[src/sv/hed_pkg.sv]
// ----------------------------------------------------------------------------
// hed_pkg
// Shared types, pattern tables and the window classifier of the HTML entity
// decoder.
// ----------------------------------------------------------------------------
package hed_pkg;

    localparam int PAT_COUNT = 8;
    localparam int WIN_DEPTH = 7;

    typedef logic [WIN_DEPTH-1:0][7:0] win_t;
    typedef logic [2:0]                wlen_t;

    typedef struct packed {
        logic [7:0] data;
        logic       last;
    } item_t;

    typedef struct packed {
        logic       match;
        logic       prefix;
        logic [7:0] repl;
    } class_t;

    localparam logic [7:0] PAT_TEXT [PAT_COUNT][WIN_DEPTH] = '{
        '{"&", "q", "u", "o", "t", ";", 8'h00},
        '{"&", "a", "p", "o", "s", ";", 8'h00},
        '{"&", "#", "3", "9", ";", 8'h00, 8'h00},
        '{"&", "a", "m", "p", ";", 8'h00, 8'h00},
        '{"&", "g", "t", ";", 8'h00, 8'h00, 8'h00},
        '{"&", "l", "t", ";", 8'h00, 8'h00, 8'h00},
        '{"&", "f", "r", "a", "s", "l", ";"},
        '{"<", "b", "r", ">", 8'h00, 8'h00, 8'h00}
    };

    localparam wlen_t PAT_LEN [PAT_COUNT] = '{
        3'd6, 3'd6, 3'd5, 3'd5, 3'd4, 3'd4, 3'd7, 3'd4
    };

    localparam logic [7:0] PAT_REPL [PAT_COUNT] = '{
        8'h22, 8'h27, 8'h27, 8'h26, 8'h3E, 8'h3C, 8'h2F, 8'h0A
    };

    // Full match or proper prefix of any pattern for the first len bytes.
    function automatic class_t classify(win_t w, wlen_t len);
        class_t r;
        logic   hit;
        r = '0;
        for (int p = 0; p < PAT_COUNT; p++)
        begin
            hit = (len != 3'd0) && (len <= PAT_LEN[p]);
            for (int j = 0; j < WIN_DEPTH; j++)
            begin
                if ((3'(j) < len) && (w[j] != PAT_TEXT[p][j]))
                begin
                    hit = 1'b0;
                end
            end
            if (hit)
            begin
                if (len == PAT_LEN[p])
                begin
                    r.match = 1'b1;
                    r.repl  = PAT_REPL[p];
                end
                else
                begin
                    r.prefix = 1'b1;
                end
            end
        end
        return r;
    endfunction

endpackage

[src/sv/hed_front.sv]
// ----------------------------------------------------------------------------
// hed_front
// Input side: takes text words and holds them in a four-entry queue for the
// match engine.
// ----------------------------------------------------------------------------
module hed_front (
    input  logic           clk,
    input  logic           rst_n,
    input  logic           in_valid,
    output logic           in_ready,
    input  logic [7:0]     in_byte,
    input  logic           in_last,
    output logic           pop_valid,
    input  logic           pop_ready,
    output hed_pkg::item_t pop_item
);
    import hed_pkg::*;

    item_t      mem [4];
    logic [1:0] wr_ptr_reg;
    logic [1:0] wr_ptr_next;
    logic [1:0] rd_ptr_reg;
    logic [1:0] rd_ptr_next;
    logic [2:0] count_reg;
    logic [2:0] count_next;
    logic       push;
    logic       pop;

    assign in_ready  = (count_reg != 3'd4);
    assign pop_valid = (count_reg != 3'd0);
    assign pop_item  = mem[rd_ptr_reg];
    assign push      = in_valid && in_ready;
    assign pop       = pop_valid && pop_ready;

    always_comb
    begin
        wr_ptr_next = push ? wr_ptr_reg + 2'd1 : wr_ptr_reg;
        rd_ptr_next = pop ? rd_ptr_reg + 2'd1 : rd_ptr_reg;
        count_next  = count_reg + {2'b00, push} - {2'b00, pop};
    end

    always_ff @(posedge clk)
    begin
        if (push)
        begin
            mem[wr_ptr_reg] <= '{data: in_byte, last: in_last};
        end
    end

    always_ff @(posedge clk or negedge rst_n)
    begin
        if (!rst_n)
        begin
            wr_ptr_reg <= '0;
            rd_ptr_reg <= '0;
            count_reg  <= '0;
        end
        else
        begin
            wr_ptr_reg <= wr_ptr_next;
            rd_ptr_reg <= rd_ptr_next;
            count_reg  <= count_next;
        end
    end

endmodule

[src/sv/hed_back.sv]
// ----------------------------------------------------------------------------
// hed_back
// Match engine: keeps the pending window, emits at most one output word per
// cycle while the output is not stalled (literal or replacement) and appends
// the next queued word when the current one is finished.
// ----------------------------------------------------------------------------
module hed_back (
    input  logic           clk,
    input  logic           rst_n,
    input  logic           pop_valid,
    output logic           pop_ready,
    input  hed_pkg::item_t pop_item,
    output logic           out_valid,
    input  logic           out_ready,
    output logic [7:0]     out_byte,
    output logic           run_last,
    output logic           text_end
);
    import hed_pkg::*;

    win_t       win_reg;
    win_t       win_next;
    wlen_t      len_reg;
    wlen_t      len_next;
    logic       busy_reg;
    logic       busy_next;
    logic       last_reg;
    logic       last_next;
    logic       flush_reg;
    logic       flush_next;
    logic       ov_reg;
    logic       ov_next;
    logic [7:0] ob_reg;
    logic       orl_reg;
    logic       ote_reg;

    class_t     c0;
    class_t     c1;
    win_t       win_shift;
    win_t       post_win;
    wlen_t      post_len;
    logic       post_flush;
    logic       emit;
    logic [7:0] emit_byte;
    logic       emit_rl;
    logic       done;
    logic       stall;

    assign win_shift = win_reg >> 8;
    assign c0        = classify(win_reg, len_reg);
    assign c1        = classify(win_shift, len_reg - 3'd1);

    always_comb
    begin
        post_win   = win_reg;
        post_len   = len_reg;
        post_flush = flush_reg;
        emit       = 1'b0;
        emit_byte  = win_reg[0];
        emit_rl    = 1'b0;
        done       = 1'b1;
        if (busy_reg)
        begin
            priority if (flush_reg)
            begin
                emit     = 1'b1;
                emit_rl  = (len_reg == 3'd1);
                post_win = win_shift;
                post_len = len_reg - 3'd1;
            end
            else if (c0.match)
            begin
                emit      = 1'b1;
                emit_byte = c0.repl;
                emit_rl   = 1'b1;
                post_len  = 3'd0;
            end
            else if (c0.prefix && !last_reg)
            begin
                emit = 1'b0;
            end
            else if (c0.prefix)
            begin
                emit       = 1'b1;
                emit_rl    = (len_reg == 3'd1);
                post_flush = 1'b1;
                post_win   = win_shift;
                post_len   = len_reg - 3'd1;
            end
            else
            begin
                emit     = 1'b1;
                emit_rl  = (len_reg == 3'd1) || (!last_reg && c1.prefix && !c1.match);
                post_win = win_shift;
                post_len = len_reg - 3'd1;
            end
            done = !emit || emit_rl;
        end
    end

    assign stall     = emit && ov_reg && !out_ready;
    assign pop_ready = !stall && done;

    always_comb
    begin
        win_next   = win_reg;
        len_next   = len_reg;
        busy_next  = busy_reg;
        last_next  = last_reg;
        flush_next = flush_reg;
        ov_next    = ov_reg && !out_ready;
        if (!stall)
        begin
            if (emit)
            begin
                ov_next = 1'b1;
            end
            win_next   = post_win;
            len_next   = post_len;
            flush_next = post_flush;
            if (done)
            begin
                busy_next  = 1'b0;
                flush_next = 1'b0;
                if (pop_valid)
                begin
                    for (int j = 0; j < WIN_DEPTH; j++)
                    begin
                        if (3'(j) == post_len)
                        begin
                            win_next[j] = pop_item.data;
                        end
                    end
                    len_next  = post_len + 3'd1;
                    busy_next = 1'b1;
                    last_next = pop_item.last;
                end
            end
        end
    end

    always_ff @(posedge clk)
    begin
        win_reg <= win_next;
        if (!stall && emit)
        begin
            ob_reg  <= emit_byte;
            orl_reg <= emit_rl;
            ote_reg <= emit_rl && last_reg;
        end
    end

    always_ff @(posedge clk or negedge rst_n)
    begin
        if (!rst_n)
        begin
            len_reg   <= '0;
            busy_reg  <= 1'b0;
            last_reg  <= 1'b0;
            flush_reg <= 1'b0;
            ov_reg    <= 1'b0;
        end
        else
        begin
            len_reg   <= len_next;
            busy_reg  <= busy_next;
            last_reg  <= last_next;
            flush_reg <= flush_next;
            ov_reg    <= ov_next;
        end
    end

    assign out_valid = ov_reg;
    assign out_byte  = ob_reg;
    assign run_last  = orl_reg;
    assign text_end  = ote_reg;

endmodule

[src/sv/html_entity_decoder_unit.sv]
// ----------------------------------------------------------------------------
// html_entity_decoder_unit
// Streaming HTML entity decoder: one text byte per input word, literal bytes
// and entity replacements out.
//
//   channel  dir  handshake            payload
//   in       in   in_valid / in_ready  in_byte, in_last
//   out      out  out_valid/out_ready  out_byte, run_last, text_end
//
// The input queue takes new words while the match engine still works on
// earlier ones; the engine emits one output word at a time, so an input that
// releases k bytes occupies it until all k are out.
// A four-word input queue absorbs bursts; the output is one register deep.
// Reset empties the queue and the pending window. Either side may stall.
// ----------------------------------------------------------------------------
module html_entity_decoder_unit (
    input  logic       clk,
    input  logic       rst_n,
    input  logic       in_valid,
    output logic       in_ready,
    input  logic [7:0] in_byte,
    input  logic       in_last,
    output logic       out_valid,
    input  logic       out_ready,
    output logic [7:0] out_byte,
    output logic       run_last,
    output logic       text_end
);
    import hed_pkg::*;

    logic  pop_valid;
    logic  pop_ready;
    item_t pop_item;

    hed_front u_front (
        .clk       (clk),
        .rst_n     (rst_n),
        .in_valid  (in_valid),
        .in_ready  (in_ready),
        .in_byte   (in_byte),
        .in_last   (in_last),
        .pop_valid (pop_valid),
        .pop_ready (pop_ready),
        .pop_item  (pop_item)
    );

    hed_back u_back (
        .clk       (clk),
        .rst_n     (rst_n),
        .pop_valid (pop_valid),
        .pop_ready (pop_ready),
        .pop_item  (pop_item),
        .out_valid (out_valid),
        .out_ready (out_ready),
        .out_byte  (out_byte),
        .run_last  (run_last),
        .text_end  (text_end)
    );

endmodule
[config.mk]
export PLATFORM = sky130hd
export DESIGN_NAME = html_entity_decoder_unit
export DESIGN_NICKNAME = d
export VERILOG_FILES = /design/src/sv/hed_pkg.sv /design/src/sv/hed_front.sv /design/src/sv/hed_back.sv /design/src/sv/html_entity_decoder_unit.sv
export SDC_FILE = /design/constraint.sdc
export NUM_CORES = 1
export LEC_CHECK = 0
export ABC_AREA = 1
export BUFFER_PORTS_ARGS = -buffer_cell sky130_fd_sc_hd__buf_2
export CORE_ASPECT_RATIO = 1.4
export CORE_UTILIZATION = 45
export DETAILED_ROUTE_END_ITERATION = 10
export GPL_ROUTABILITY_DRIVEN = 1
export GPL_TIMING_DRIVEN = 1
export HOLD_SLACK_MARGIN = 0.05
export RECOVER_POWER = 25
export SYNTH_ARGS = -nofsm -noshare
export SYNTH_HDL_FRONTEND = slang
export SYNTH_SLANG_ARGS = --single-unit
[constraint.sdc]
create_clock -name clk -period 7.12 [get_ports clk]
set_clock_uncertainty 0.05 [all_clocks]
set_input_delay 1.068 -clock clk [delete_from_list [all_inputs] [get_ports clk]]
set_output_delay 1.068 -clock clk [all_outputs]
set_load 0.01 [all_outputs]
# == After elaboration in Yosys (flattened, before gate mapping) ==
# Memory sizes are Yosys's and may differ from the RTL's.
# Cells that the tools add are included.
# word_totals
regBits,80
latchBits,0
ramBits,36
romBits,0
output_inout_bits,12
word_cells,416
memories,1
# op_classes
addsub,6
n_mul,0
div,0
magnitude_cmp,22
n_eq_ne,65
shift,0
n_mux,208
bitwise_logic,1
reduce_logical,95
# mem_list
name,words,word_bits,rd,rd_ports_with_merged_regs,write_ports,line,rtl
u_front.mem,4,9,1,0,1,hed_front.sv:19,item_t mem [4];
# ops
op,n
$mux 56,6
$ne 8x7->1 const B,33
$mux 8,24
$mux 10,16
$mux 1,154
$ne 8x6->1 const B,16
$logic_and 1x1->1,77
$eq 3x3->1 const B,8
$le 3x3->1 const B,8
$reduce_bool 8->1,3
$lt 3x3->1 const A,6
$mux 3,6
$lt 1x3->1 const A,4
$lt 2x3->1 const A,4
$mux 6,2
$eq 3x3->1 const A,3
$reduce_bool 3->1,3
$eq 2x3->1 const A,2
$logic_not 1->1,5
$add 2x1->2 const B,2
$reduce_and 2->1,2
$add 3x1->3,1
$add 3x1->3 const B,1
$eq 1x3->1 const A,1
other kinds (9),10

# == Logic depth before layout (Yosys ltp) ==
# Gate-level depths: netlist of run 1.
# depth
ltp_word,37
depth_mapped,26
mapped_depth_nobuf,25

# == Modules after synthesis ==
# From an unflattened synthesis of run 1, not the netlist that was laid out.
# hier_totals
hier_cells,1101
area_unflattened_um2,7876.3
# modules_own_cells
mod,n_inst,cells_each,area_each_um2,seq_area_each_um2
hed_back,1,930,6019.5,2157.1
hed_front,1,171,1856.8,1256.2

# == Worst setup path after synthesis of run 1 ==
# OpenSTA, ideal clock, no wires.
# synth_path
path_type,reg2reg
from,register u_back.len_reg[0]
to,register u_front.count_reg[2]
setup_ps,129
t_arrival_ps,4478
required_ps,6941
slack_ps,2464
stages_incl_launch_ff,24
path_buffers,1
synth_period_minus_slack_ps,4656
cell_sequence,dfrtp_1 > buf_6 > inv_1 > ha_1 > inv_1 > nor2_1 > nor2_1 > o21ai_1 > nor2_1 > nand2_1 > nand2_1 > nand2_1 > nand4_4 > nand3_4 > nand2_4 > inv_4 > nand2_1 > nand2_1 > inv_2 > ha_1 > inv_1 > ha_1 > fa_1 > xor2_1
# synth_via
elab_chain_cells,37
word_cells_on_any_way,271
# synth_rtl
element,line,rtl
"start, declared",hed_back.sv:23,wlen_t len_reg;
"start signal, assigned",hed_back.sv:165,len_reg <= len_next;
$sub 3x1->3,hed_back.sv:51,"assign c1 = classify(win_shift, len_reg - 3'd1);"
"$le 3x3->1, or another cell as far along",hed_pkg.sv:51,hit = (len != 3'd0) && (len <= PAT_LEN[p]);
"$logic_and 1x1->1, on equally long branches","hed_pkg.sv:51, hed_pkg.sv:54",
$mux 1 (6 in a row),hed_pkg.sv:54,if ((3'(j) < len) && (w[j] != PAT_TEXT[p][j]))
$mux 10,hed_pkg.sv:59,if (hit)
$mux 1,hed_pkg.sv:61,if (len == PAT_LEN[p])
$mux 10,hed_pkg.sv:59,
$mux 1,hed_pkg.sv:61,
(+18 left out),-,
$mux 1,hed_back.sv:62,if (busy_reg)
$logic_or 1x1->1,hed_back.sv:97,done = !emit || emit_rl;
$mux 1,hed_back.sv:62,
$logic_and 1x1->1 (*),hed_back.sv:102,assign pop_ready = !stall && done;
$logic_and 1x1->1 (*),hed_front.sv:33,assign pop = pop_valid && pop_ready;
via u_front.pop,hed_front.sv:27,logic pop;
$sub 3x1->3 (*),hed_front.sv:39,"count_next = count_reg + {2'b00, push} - {2'b00, pop};"
via u_front.count_next[2],hed_front.sv:25,logic [2:0] count_next;
"end signal, assigned",hed_front.sv:62,count_reg <= count_next;
"end, declared",hed_front.sv:24,logic [2:0] count_reg;
# Mark *: on every way through the listed nets, which the timed path passes. The rest lies on a longest branch. The select of a mux whose other input is x is not followed.
# A chain may end at the register's enable or synchronous reset.

# == Final worst setup path of run 1 ==
# Same ends and word-level chain as after synthesis.

==> impl_results.md, run 1 <==
* Status: finished clean
* IO buf count at 24
* Die area at 18000 µm²
* Clock Path Buffers at 2
* DR vias at between 6000 and 7000
* CP endpoint kind: register
* Final WS setup at around 2400 ps
* CTS tree: yes
* Combinational Power Share at just over 50%
* Setup-failing EPs final at 0
* Global route overflow at 0
* Max reg flops at 56
* Commonest non-fill, non-tap cell in the layout: nand2_1
* MaxCap Viol Count at 0
* Core Rows at between 50 and 60
* Clock power frac at about a fifth
* Tot GR Track Use at between 20% and 30%
* Initial DRC Count at 507
* Vias in the first global route at 6578
* First-pass GRT wire length at about 34000 µm
* Min Tclk post-route at between 4000 and 5000 ps
* RSZ-0062 raised after global routing: no
* RePlAce Congestion at 0.954
* Drt wl/cell at about 16 µm
* Antenna Violating Nets Remaining at 0
* Final Cycle Share at between 60% and 70%
* Cell Area, Synth at about 7900 µm²
* CP max FO at 13
* Register share of total power at slightly above 30%
* Nets at between 1000 and 1500
* Worst endpoint required time at around 7400 ps
* Initial core utilization at approximately 46%
* Number of remaining DRC errors at 0
* Layout cells sized above 1 at roughly 8%
* Worst vdd rail ir drop at approximately 0.00023 V
* Core Area at approximately 17000 µm²
* Pwr/cell area at ~530 nW/µm²
* Routed wire length at 21400 µm
* Final hold violations at 0
* Total negative setup slack at 0 ps
* Final max-slew violation count at 0
* Total CTS buffers at 17
* CP startpoint kind: register
* Internal power at between 2 and 2.5 mW
* Die width at around 110 µm
* Via density at 5.16
* Root Buffer: clkbuf_16
* Sw frac at between 40% and 50%
* CTS H-tree lvls at 4
* Fmax at between 200 and 250 MHz
* Static leakage at around 3.9 nW
* Net Count, Synth at 1096
* I/O pins at 25
* Slew at the pin closest to its max-slew limit at between 1000 and 1500 ps
* Seq/Total Area, Yosys at approximately 43%
* Setup bufs post-CTS at 0
* Net Sw Power at 2.27 mW
* Clock sinks at between 100 and 150
* Ant. Diodes at 0
* CP Data Arrival Time at roughly 4900 ps
* Detailed Place HPWL at ~16000 µm
* # hold bufs at CTS at 0
* Largest net degree at the start of global routing at between 90 and 100
* Final Power at 4.57 mW
* Yosys reg bits at 116
* Antenna violations before repair at 0
* DRT Pass-1 Iters at 5
* Most frequent cells in the layout: nand2_1 (399), nor2_1 (120), nand3_1 (112), edfxtp_1 (102), inv_1 (98)
* Synth warnings at 0
* Clock Latency Late Sink at ~430 ps
* Min-delay worst type: reg -> reg
* CP Class: reg -> reg
* Synth Area per Inst at ~7.4 µm²
* Synthesized instance count at ~1100
* Area Overhead vs Synth at 9.83%
* Dpl ws at 2510 ps
* Post-synthesis cell type count at 41
* Core Util, Final at 51.1%
* Die Ht at 158 µm
* Post-CTS resize count at 0
* CTS clock-pin slew for the worst setup and hold paths at around 50 ps
* Slew HR at a little over a fifth
-- metal layers --
metal | part of all wire [%] | wire [µm] | global-route usage [%] | up-vias
met5 | 0 | 0 | 0 | -
met4 | 4.6 | 990 | 14.7 | 0
met3 | 4.1 | 883 | 4.76 | 64
met2 | 53 | 11300 | 47.0 | 182
met1 | 39 | 8260 | 27.0 | 3103
li1 | - | - | - | 3494
-- metrics by stage --
stage	instance area [µm²]	std cells	hold WS, ps
global placement	8050	1293	433
global route	8620	1325	457
floorplan	7850	1066	426
detailed placement	8050	1293	432
CTS	8640	1325	446
finish	8620	1325	440
-- power groups by stage --
stage	Sequential (mW)	Combinational, mW	Clock (mW)
after floorplan	1.32	1.82	0
after global placement	1.42	2.29	0
after detailed placement	1.43	2.30	0
after CTS	1.42	2.31	0.860
after global routing	1.46	2.61	0.885
final	1.42	2.30	0.849
-- worst max-delay path, cell delays in order (launching register included) --
cell and delay, ps:
dfrtp_1 550, inv_1 240, ha_1 250, inv_1 60, nor2_1 50, nor2_1 220, o21ai_1 120, nor2_1 150
nand3_1 150, nand2_1 100, inv_1 50, nand3_2 80, nand2_2 240, nand3_2 160, nor2_1 70, nor2_1 720
nand2_1 280, inv_2 130, ha_1 130, inv_1 40, ha_1 180, fa_1 370, xor2_1 160
-- final cells by class --
type	count	area (µm²)
clock buffers	17	425
inverters	107	407
fillers	1675	8260
repair buffers	28	138
well taps	232	290
flip-flops and latches	116	3410
clock inverters	15	156
multi-input cells	810	3790
-- synthesized netlist by cell type, drive strengths merged --
| cell | n | area [µm²] |
|---|---|---|
| buf | 24 | 206 |
| o21bai | 8 | 60.1 |
| a21oi | 10 | 50.1 |
| fa | 1 | 20.0 |
| nand3b | 4 | 30.0 |
| a21boi | 1 | 7.51 |
| mux2 | 1 | 11.3 |
| a31oi | 1 | 6.26 |
| nand3 | 116 | 608 |
| o31ai | 1 | 7.51 |
| clkbuf | 9 | 33.8 |
| o22ai | 9 | 56.3 |
| edfxtp | 102 | 3060 |
| xor2 | 3 | 26.3 |
| nand4 | 8 | 65.1 |
| inv | 106 | 403 |
| ha | 16 | 200 |
| nor2 | 130 | 559 |
| xnor2 | 2 | 17.5 |
| nor3 | 7 | 35.0 |
| dfrtp | 14 | 350 |
| clkinv | 1 | 3.75 |
| and2 | 3 | 18.8 |
| nand2 | 416 | 1640 |
| o21ai | 73 | 377 |
-- worst paths after layout --
kind / start / end / slack (ps) / depth (start not counted)
setup reg to reg: u_back.len_reg[0] / u_front.count_reg[2] / 2440 / 22
hold reg to reg: u_back.win_reg[6] / u_back.out_byte[6] / 440 / 0
hold / removal: u_back.win_reg[6] / u_back.out_byte[6] / 440 / 0
min in group asynchronous: rst_n / u_back.out_valid / 640 / 1
max in group asynchronous: rst_n / u_front.rd_ptr_reg[0] / 5910 / 1
setup / recovery: u_back.len_reg[0] / u_front.count_reg[2] / 2440 / 22
-- cells by family (layout without fill, tap and decap cells) --
group,count (synthesis),count (layout),synth area share (%)
adders and majority gates,17,17,2.80
xor gates and xnor gates,5,5,0.558
and+or+nand+nor,684,684,37.6
muxes,1,1,0.143
AOI/OAI and AO/OA,103,103,7.19
DFF,116,116,43.5
buffers and inverters,140,167,8.24
Power figures use the tool's default switching activity.
==> run 2: changes to the inputs <==
Clock period 7.12 ns to 4.3 ns, I/O delays scaled along.
==> run 2 against run 1 <==
Net effect:
- routed wire length fell by 1.9%
- critical path depth up 1
- sequential cell count did not move
- non-clock buffer count grew 11
- cell area rose by 1.4%
- core utilization increased by 0.72 points
- critical path type unchanged
==> impl_results.md, run 2 (synthesis results as in run 1) <==
* Total CTS buffers at 17 (unchanged)
* Initial DRC Count at 448 (-12%)
* CP endpoint kind: register
* CTS clock-pin slew for the worst setup and hold paths at 60 ps (about the same)
* Die area at 18000 µm² (unchanged)
* Setup crit end: u_front.count_reg[2]
* Most used cell, CP: nor2_1
* Number of remaining DRC errors at 0 (unchanged)
* Reg-to-reg endpoint: u_front.count_reg[2]
* Crit path from: u_back.len_reg[0]
* M2 GR Usage at 46.7% (-0.29 points)
* Core Area at 16900 µm² (unchanged)
* Worst endpoint required time at 4560 ps (-2810 ps)
* Pwr/cell area at 879 nW/µm² (+66%)
* DRT Pass-1 Iters at 5 (unchanged)
* CTS tree: yes
* IO buf count at 24 (unchanged)
* Static leakage at 3.97 nW (+1.6%)
* Fillers at 1699 (+1.4%)
* Ant. Diodes at 0 (unchanged)
* RR Startpoint: u_back.len_reg[0]
* Clock Latency Late Sink at 420 ps (about the same)
* Final Cycle Share at 91.3% (+26 points)
* Total negative setup slack at 0 ps (unchanged)
* Slew at the pin closest to its max-slew limit at 1120 ps (-54.2 ps)
* Met1 GRT Util at 25.4% (-1.5 points)
* Vias in the first global route at 6680 (+1.6%)
* CP startpoint kind: register
* Final max-slew violation count at 0 (unchanged)
* Global route overflow at 0 (unchanged)
* Sequential cell area at 3410 µm² (about the same)
* Setup-failing EPs final at 0 (unchanged)
* RePlAce Congestion at 0.929 (-2.6%)
* RSZ-0062 raised after global routing: no
* Inst Count DP at 1304 (+0.85%)
* CTS H-tree lvls at 4 (unchanged)
* Slew HR at 25.1% (+3.6 points)
* Core Rows at 56 (unchanged)
* Non-Filler Instances at 1336 (+0.83%)
* Met3 GRT Util at 4.42% (-0.34 points)
* Antenna violations before repair at 0 (unchanged)
* First-pass GRT wire length at 33700 µm (-1.4%)
* Initial core utilization at 46.5% (unchanged)
* Worst vdd rail ir drop at 0.000399 V (+73%)
* Worst R2R Setup Slack at 370 ps (-2070 ps)
* Tot GR Track Use at 24.9% (-0.52 points)
* Root Buffer: clkbuf_16
* Die width at 114 µm (unchanged)
* CP Class: reg -> reg
* Final hold violations at 0 (unchanged)
* DR vias at 6817 (-0.38%)
* MaxCap Viol Count at 0 (unchanged)
* Die Ht at 158 µm (unchanged)
* CP max FO at 10 (-3)
* CP cell instances: inv_1, ha_1, nand2_1, nand3_1, nor2_1, inv_1, nor2_1, nor2_1, nand3b_1, nand2_1, inv_1, nand2_1, nand3_1, nand3_2, nor2_1, nor2_1, nand2_1, inv_2, ha_1, inv_1, ha_1, fa_1, xor2_1
* Antenna Violating Nets Remaining at 0 (unchanged)
* Largest net degree at the start of global routing at 62 (-35%)
* Crit path largest cell delay at 480 ps (-240 ps)
* Status: finished clean
* Clock sinks at 116 (unchanged)
* Clock Path Buffers at 2 (unchanged)
* Routed wire length at 21000 µm (-1.9%)
* Commonest non-fill, non-tap cell in the layout: nand2_1
* Area Overhead vs Synth at 11.4%
* Min Tclk post-route at 3930 ps (-754 ps)
* Nets at 1121 (+0.99%)
* Most frequent cells in the layout: nand2_1 (399), nor2_1 (120), nand3_1 (112), edfxtp_1 (102), inv_1 (98)
* Area of the multi-input gates at 3790 µm² (unchanged)
* I/O pins at 25 (unchanged)
* Max reg flops at 56 (unchanged)
* Slowest-stage cell, CP: dfrtp_2
* Fmax at 255 MHz (+19%)
* Layout cells sized above 1 at 8.61% (+0.37 points)
* Detailed Place HPWL at 15900 µm (+1.9%)
* R2R cell count at 23 (+4.5%)
* Drt wl/cell at 15.7 µm (-2.7%)
* CP Data Arrival Time at 4180 ps (-750 ps)
* Via density at 5.10 (-1.2%)
* Busiest grt layer: met2
* Min-delay worst type: in -> async
[run 2: cell count changes in the layout (fill, tap and decap cells not counted), sizes merged]
cell	delta
clkbuf	+8
inv	-4
buf	+4
clkinvlp	-2
bufinv	+2
clkinv	+3
[run 2: cell type report]
type	instances	area share, %
multi-input combinational	810	43.4
timing repair buffer	39	2.56
tap	232	3.32
inverter	107	4.65
clock buffer	18	4.91
sequential	116	39.0
clock inverter	14	2.13
[run 2: timing repair]
item,4_1_cts,5_1_grt
setup endpoints to repair,0,2
resized for setup,0,1
hold buffers,0,0
setup buffers,0,0
[run 2: stage by stage]
| step | util [%] | power (mW) | hold slack [ps] | setup slack [ps] | cell area (µm²) |
|---|---|---|---|---|---|
| floorplan | - | 5.19 | 299 | 231 | 7850 |
| global placement | 48.3 | 6.18 | 428 | 358 | 8150 |
| detailed placement | 48.3 | 6.23 | 433 | 237 | 8150 |
| CTS | 51.9 | 7.74 | 60.6 | 210 | 8760 |
| global route | 51.8 | 8.33 | 275 | 28.2 | 8740 |
| finish | 51.8 | 7.69 | 217 | 374 | 8740 |
[run 2: critical path, delay by kind of cell (launching register included)]
family / cells / cell delay [ps]
adders and majority gates: 4 / 1200
buffers and inverters: 5 / 480
DFF: 1 / 480
xor gates and xnor gates: 1 / 170
and+or+nand+nor: 13 / 1410
[run 2: worst min path at each step]
stage / depth (start not counted) / end / slack, ps
6_report: 1 / u_front.count_reg[2] / 220
5_1_grt: 1 / u_front.wr_ptr_reg[1] / 280
4_1_cts: 1 / u_back.out_valid / 60
3_5_place_dp: 0 / u_back.out_byte[6] / 430
3_3_place_gp: 0 / u_back.out_byte[6] / 430
2_1_floorplan: 0 / u_back.busy_reg / 300
[run 2: routing by layer]
metal  vias to the layer above  part of all wire [%]  wire, µm
li1                       3506                     -         -
met1                      3083                    38      8020
met2                       161                    53     11100
met3                        67                   3.7       769
met4                         0                   5.4      1150
met5                         -                     0         0
[run 2: power breakdown]
part           switching [mW]  internal, mW
clock network           0.533         0.964
logic                    2.73          1.14
registers               0.433          1.89
total                    3.70          3.99
==> run 3: changes to the inputs <==
Settings changed: SYNTH_HIERARCHICAL set to 1.
==> run 3 against run 2 <==
Net effect:
- routed wire length is 0.89% higher
- critical path depth is 2 higher
- core utilization is 0.089 points higher
- non-clock buffer count is 5 lower
- power is 0.82% lower
- final cell count is 2.4% higher
- clock power is 3% lower
- critical endpoint is now u_front/count_reg[2]
- largest power group unchanged
==> impl_results.md, run 3 <==
* Final max-slew violation count at 0 (unchanged)
* DRT Pass-1 Iters at 8 (+3)
* Commonest non-fill, non-tap cell in the layout: nand2_1
* CP Class: reg -> reg
* Initial core utilization at 46.5% (about the same)
* WP depth at 25 (+8.7%)
* CTS clock-pin slew for the worst setup and hold paths at 60 ps (about the same)
* Worst vdd rail ir drop at 0.000473 V (+19%)
* Yosys top cell area share at 38.9% (-0.12 points)
* Ant. Diodes at 0 (unchanged)
* Most frequent cells in the layout: nand2_1 (422), nor2_1 (130), inv_1 (110), nand3_1 (108), edfxtp_1 (102)
* RSZ-0062 raised after global routing: no
* Worst endpoint required time at 4560 ps (about the same)
* Routed wire length at 21200 µm (+0.89%)
* Fmax at 260 MHz (+1.9%)
* Inst Count DP at 1336 (+2.5%)
* Post-synthesis cell type count at 37 (-9.8%)
* Total negative setup slack at 0 ps (unchanged)
* Slew HR at 40.0% (+15 points)
* Slowest-stage cell, CP: ha_1
* Most used cell, CP: nand2_1
* I/O pins at 25 (unchanged)
* CP endpoint kind: register
* Final Cycle Share at 89.6% (-1.7 points)
* IO buf count at 24 (unchanged)
* Crit path largest cell delay at 450 ps (-30 ps)
* Top-count cell post-synth: nand2_1
* CP max FO at 10 (unchanged)
* Non-Filler Instances at 1368 (+2.4%)
* R2R cell count at 25 (+8.7%)
* Ys flop type: edfxtp_1
* Area leader, netlist: edfxtp_1
* Static leakage at 4.05 nW (+2.1%)
* Top delay family on crit path: simple AND/OR/NAND/NOR gates
* Initial DRC Count at 551 (+23%)
* Yosys reg bits at 116 (unchanged)
* EDFF count, synth at 102 (unchanged)
* Busiest grt layer: met2
* Die Ht at 159 µm (+0.15%)
* Global route overflow at 0 (unchanged)
* Min Tclk post-route at 3850 ps (-73.4 ps)
* Number of remaining DRC errors at 0 (unchanged)
* Die width at 114 µm (+0.15%)
* Clock Path Buffers at 2 (unchanged)
* Max reg flops at 56 (unchanged)
* Cell Area, Synth at 7880 µm² (+0.32%)
* Clock Latency Late Sink at 420 ps (about the same)
* Met3 GRT Util at 3.65% (-0.76 points)
* Largest net degree at the start of global routing at 84 (+35%)
* Tot GR Track Use at 24.8% (-0.14 points)
* Synth warnings at 6 (+6)
* Net Count, Synth at 1131 (+3.2%)
* Detailed Place HPWL at 15800 µm (-0.86%)
* Min-delay worst type: in -> async
* Total CTS buffers at 17 (unchanged)
* Drt wl/cell at 15.5 µm (-1.5%)
* RePlAce Congestion at 0.973 (+4.7%)
* Area Overhead vs Synth at 11.7%
* Seq/Total Area, Yosys at 43.3% (-0.14 points)
* Vias in the first global route at 6719 (+0.58%)
* Top post-synthesis cells by count: nand2_1 (426), nor2_1 (129), inv_1 (112), nand3_1 (108), edfxtp_1 (102)
* Slew at the pin closest to its max-slew limit at 896 ps (-228 ps)
* Via density at 5.08 (-0.48%)
* Ys async rst share at 12.1% (unchanged)
* Worst path bufs/invs at 7 (+2)
* Status: finished clean
* Ranking of synthesized cells by area: edfxtp_1 (39%), nand2_1 (20%), nand3_1 (6.9%), nor2_1 (6.1%), inv_1 (5.3%)
* Root Buffer: clkbuf_16
* Final hold violations at 0 (unchanged)
* DR vias at 6947 (+1.9%)
* Layout cells sized above 1 at 8.45% (-0.15 points)
* CP startpoint kind: register
* Antenna violations before repair at 0 (unchanged)
* Core Area at 17000 µm² (+0.42%)
* Die area at 18000 µm² (+0.31%)
* First-pass GRT wire length at 33700 µm (about the same)
* M2 GR Usage at 47.1% (+0.46 points)
* Clock sinks at 116 (unchanged)
* CTS H-tree lvls at 4 (unchanged)
* Synthesized instance count at 1101 (+3.3%)
* Met1 GRT Util at 26.3% (+0.87 points)
* Pwr/cell area at 867 nW/µm² (-1.4%)
* MaxCap Viol Count at 0 (unchanged)
* Nets at 1153 (+2.9%)
* Core Rows at 56 (unchanged)
* Antenna Violating Nets Remaining at 0 (unchanged)
* Synth Area per Inst at 7.15 µm² (-2.9%)
* CTS tree: yes
* Setup-failing EPs final at 0 (unchanged)
* CP Data Arrival Time at 4110 ps (-70 ps)
## run 3: area by class of cell
type                            count  area (µm²)
Fill cell                        1740        8160
Multi-Input combinational cell    832        3830
Sequential cell                   116        3410
Inverter                          122         472
Clock buffer                       17         425
Tap cell                          232         290
Timing Repair Buffer               34         186
Clock inverter                     15         180
## run 3: what timing repair did
action / 4_1_cts / 5_1_grt
hold buffers: 0 / 0
setup endpoints to repair: 0 / 2
gates resized for setup: 0 / 2
buffers inserted: 0 / 0
## run 3: final timing paths
path / from / endpoint / slack (ps)
worst max register to register: u_back/len_reg[0] / u_front/count_reg[2] / 450
min in group clk: in_last / u_front/mem[2][0] / 430
worst max-delay path: u_back/len_reg[0] / u_front/count_reg[2] / 450
worst min register to register: u_front/rd_ptr_reg[1] / u_front/rd_ptr_reg[1] / 450
worst min-delay path: rst_n / u_back/len_reg[0] / 230
max in group asynchronous: rst_n / u_back/len_reg[1] / 3430
## run 3: logic make-up (layout without fill, tap and decap cells)
group                    after synthesis  count (layout)  synth area share, %
flip-flops                           116             116                 43.3
AO/OA/AOI/OAI                        101             101                 7.13
AND/OR/NAND/NOR                      714             714                 38.3
adder cells (fa/ha/maj)               17              17                 2.80
buffers and inverters                153             188                 8.40
## run 3: metrics by stage
step | total power [mW] | worst slack, ps | cell area [µm²] | hold slack [ps] | utilization (%)
CTS | 7.66 | 343 | 8810 | 61.9 | 52.0
floorplan | 5.14 | 4.72 | 7900 | 299 | -
global placement | 6.15 | 475 | 8210 | 424 | 48.4
detailed placement | 6.18 | 374 | 8210 | 435 | 48.4
global route | 8.27 | 49.5 | 8800 | 293 | 51.9
finish | 7.62 | 447 | 8800 | 229 | 51.9
## run 3: where the power goes
group | switching [mW] | leakage [nW] | internal [mW]
sequential | 0.451 | 1.15 | 1.89
combinational | 2.73 | 2.61 | 1.10
clock | 0.541 | 0.292 | 0.914
total | 3.72 | 4.05 | 3.91
## run 3: metal layers
layer  vias up  routed length (µm)
met3        50                 628
met4         0                 894
met5         -                   0
li1       3593                   -
met2       138               11200
met1      3166                8450
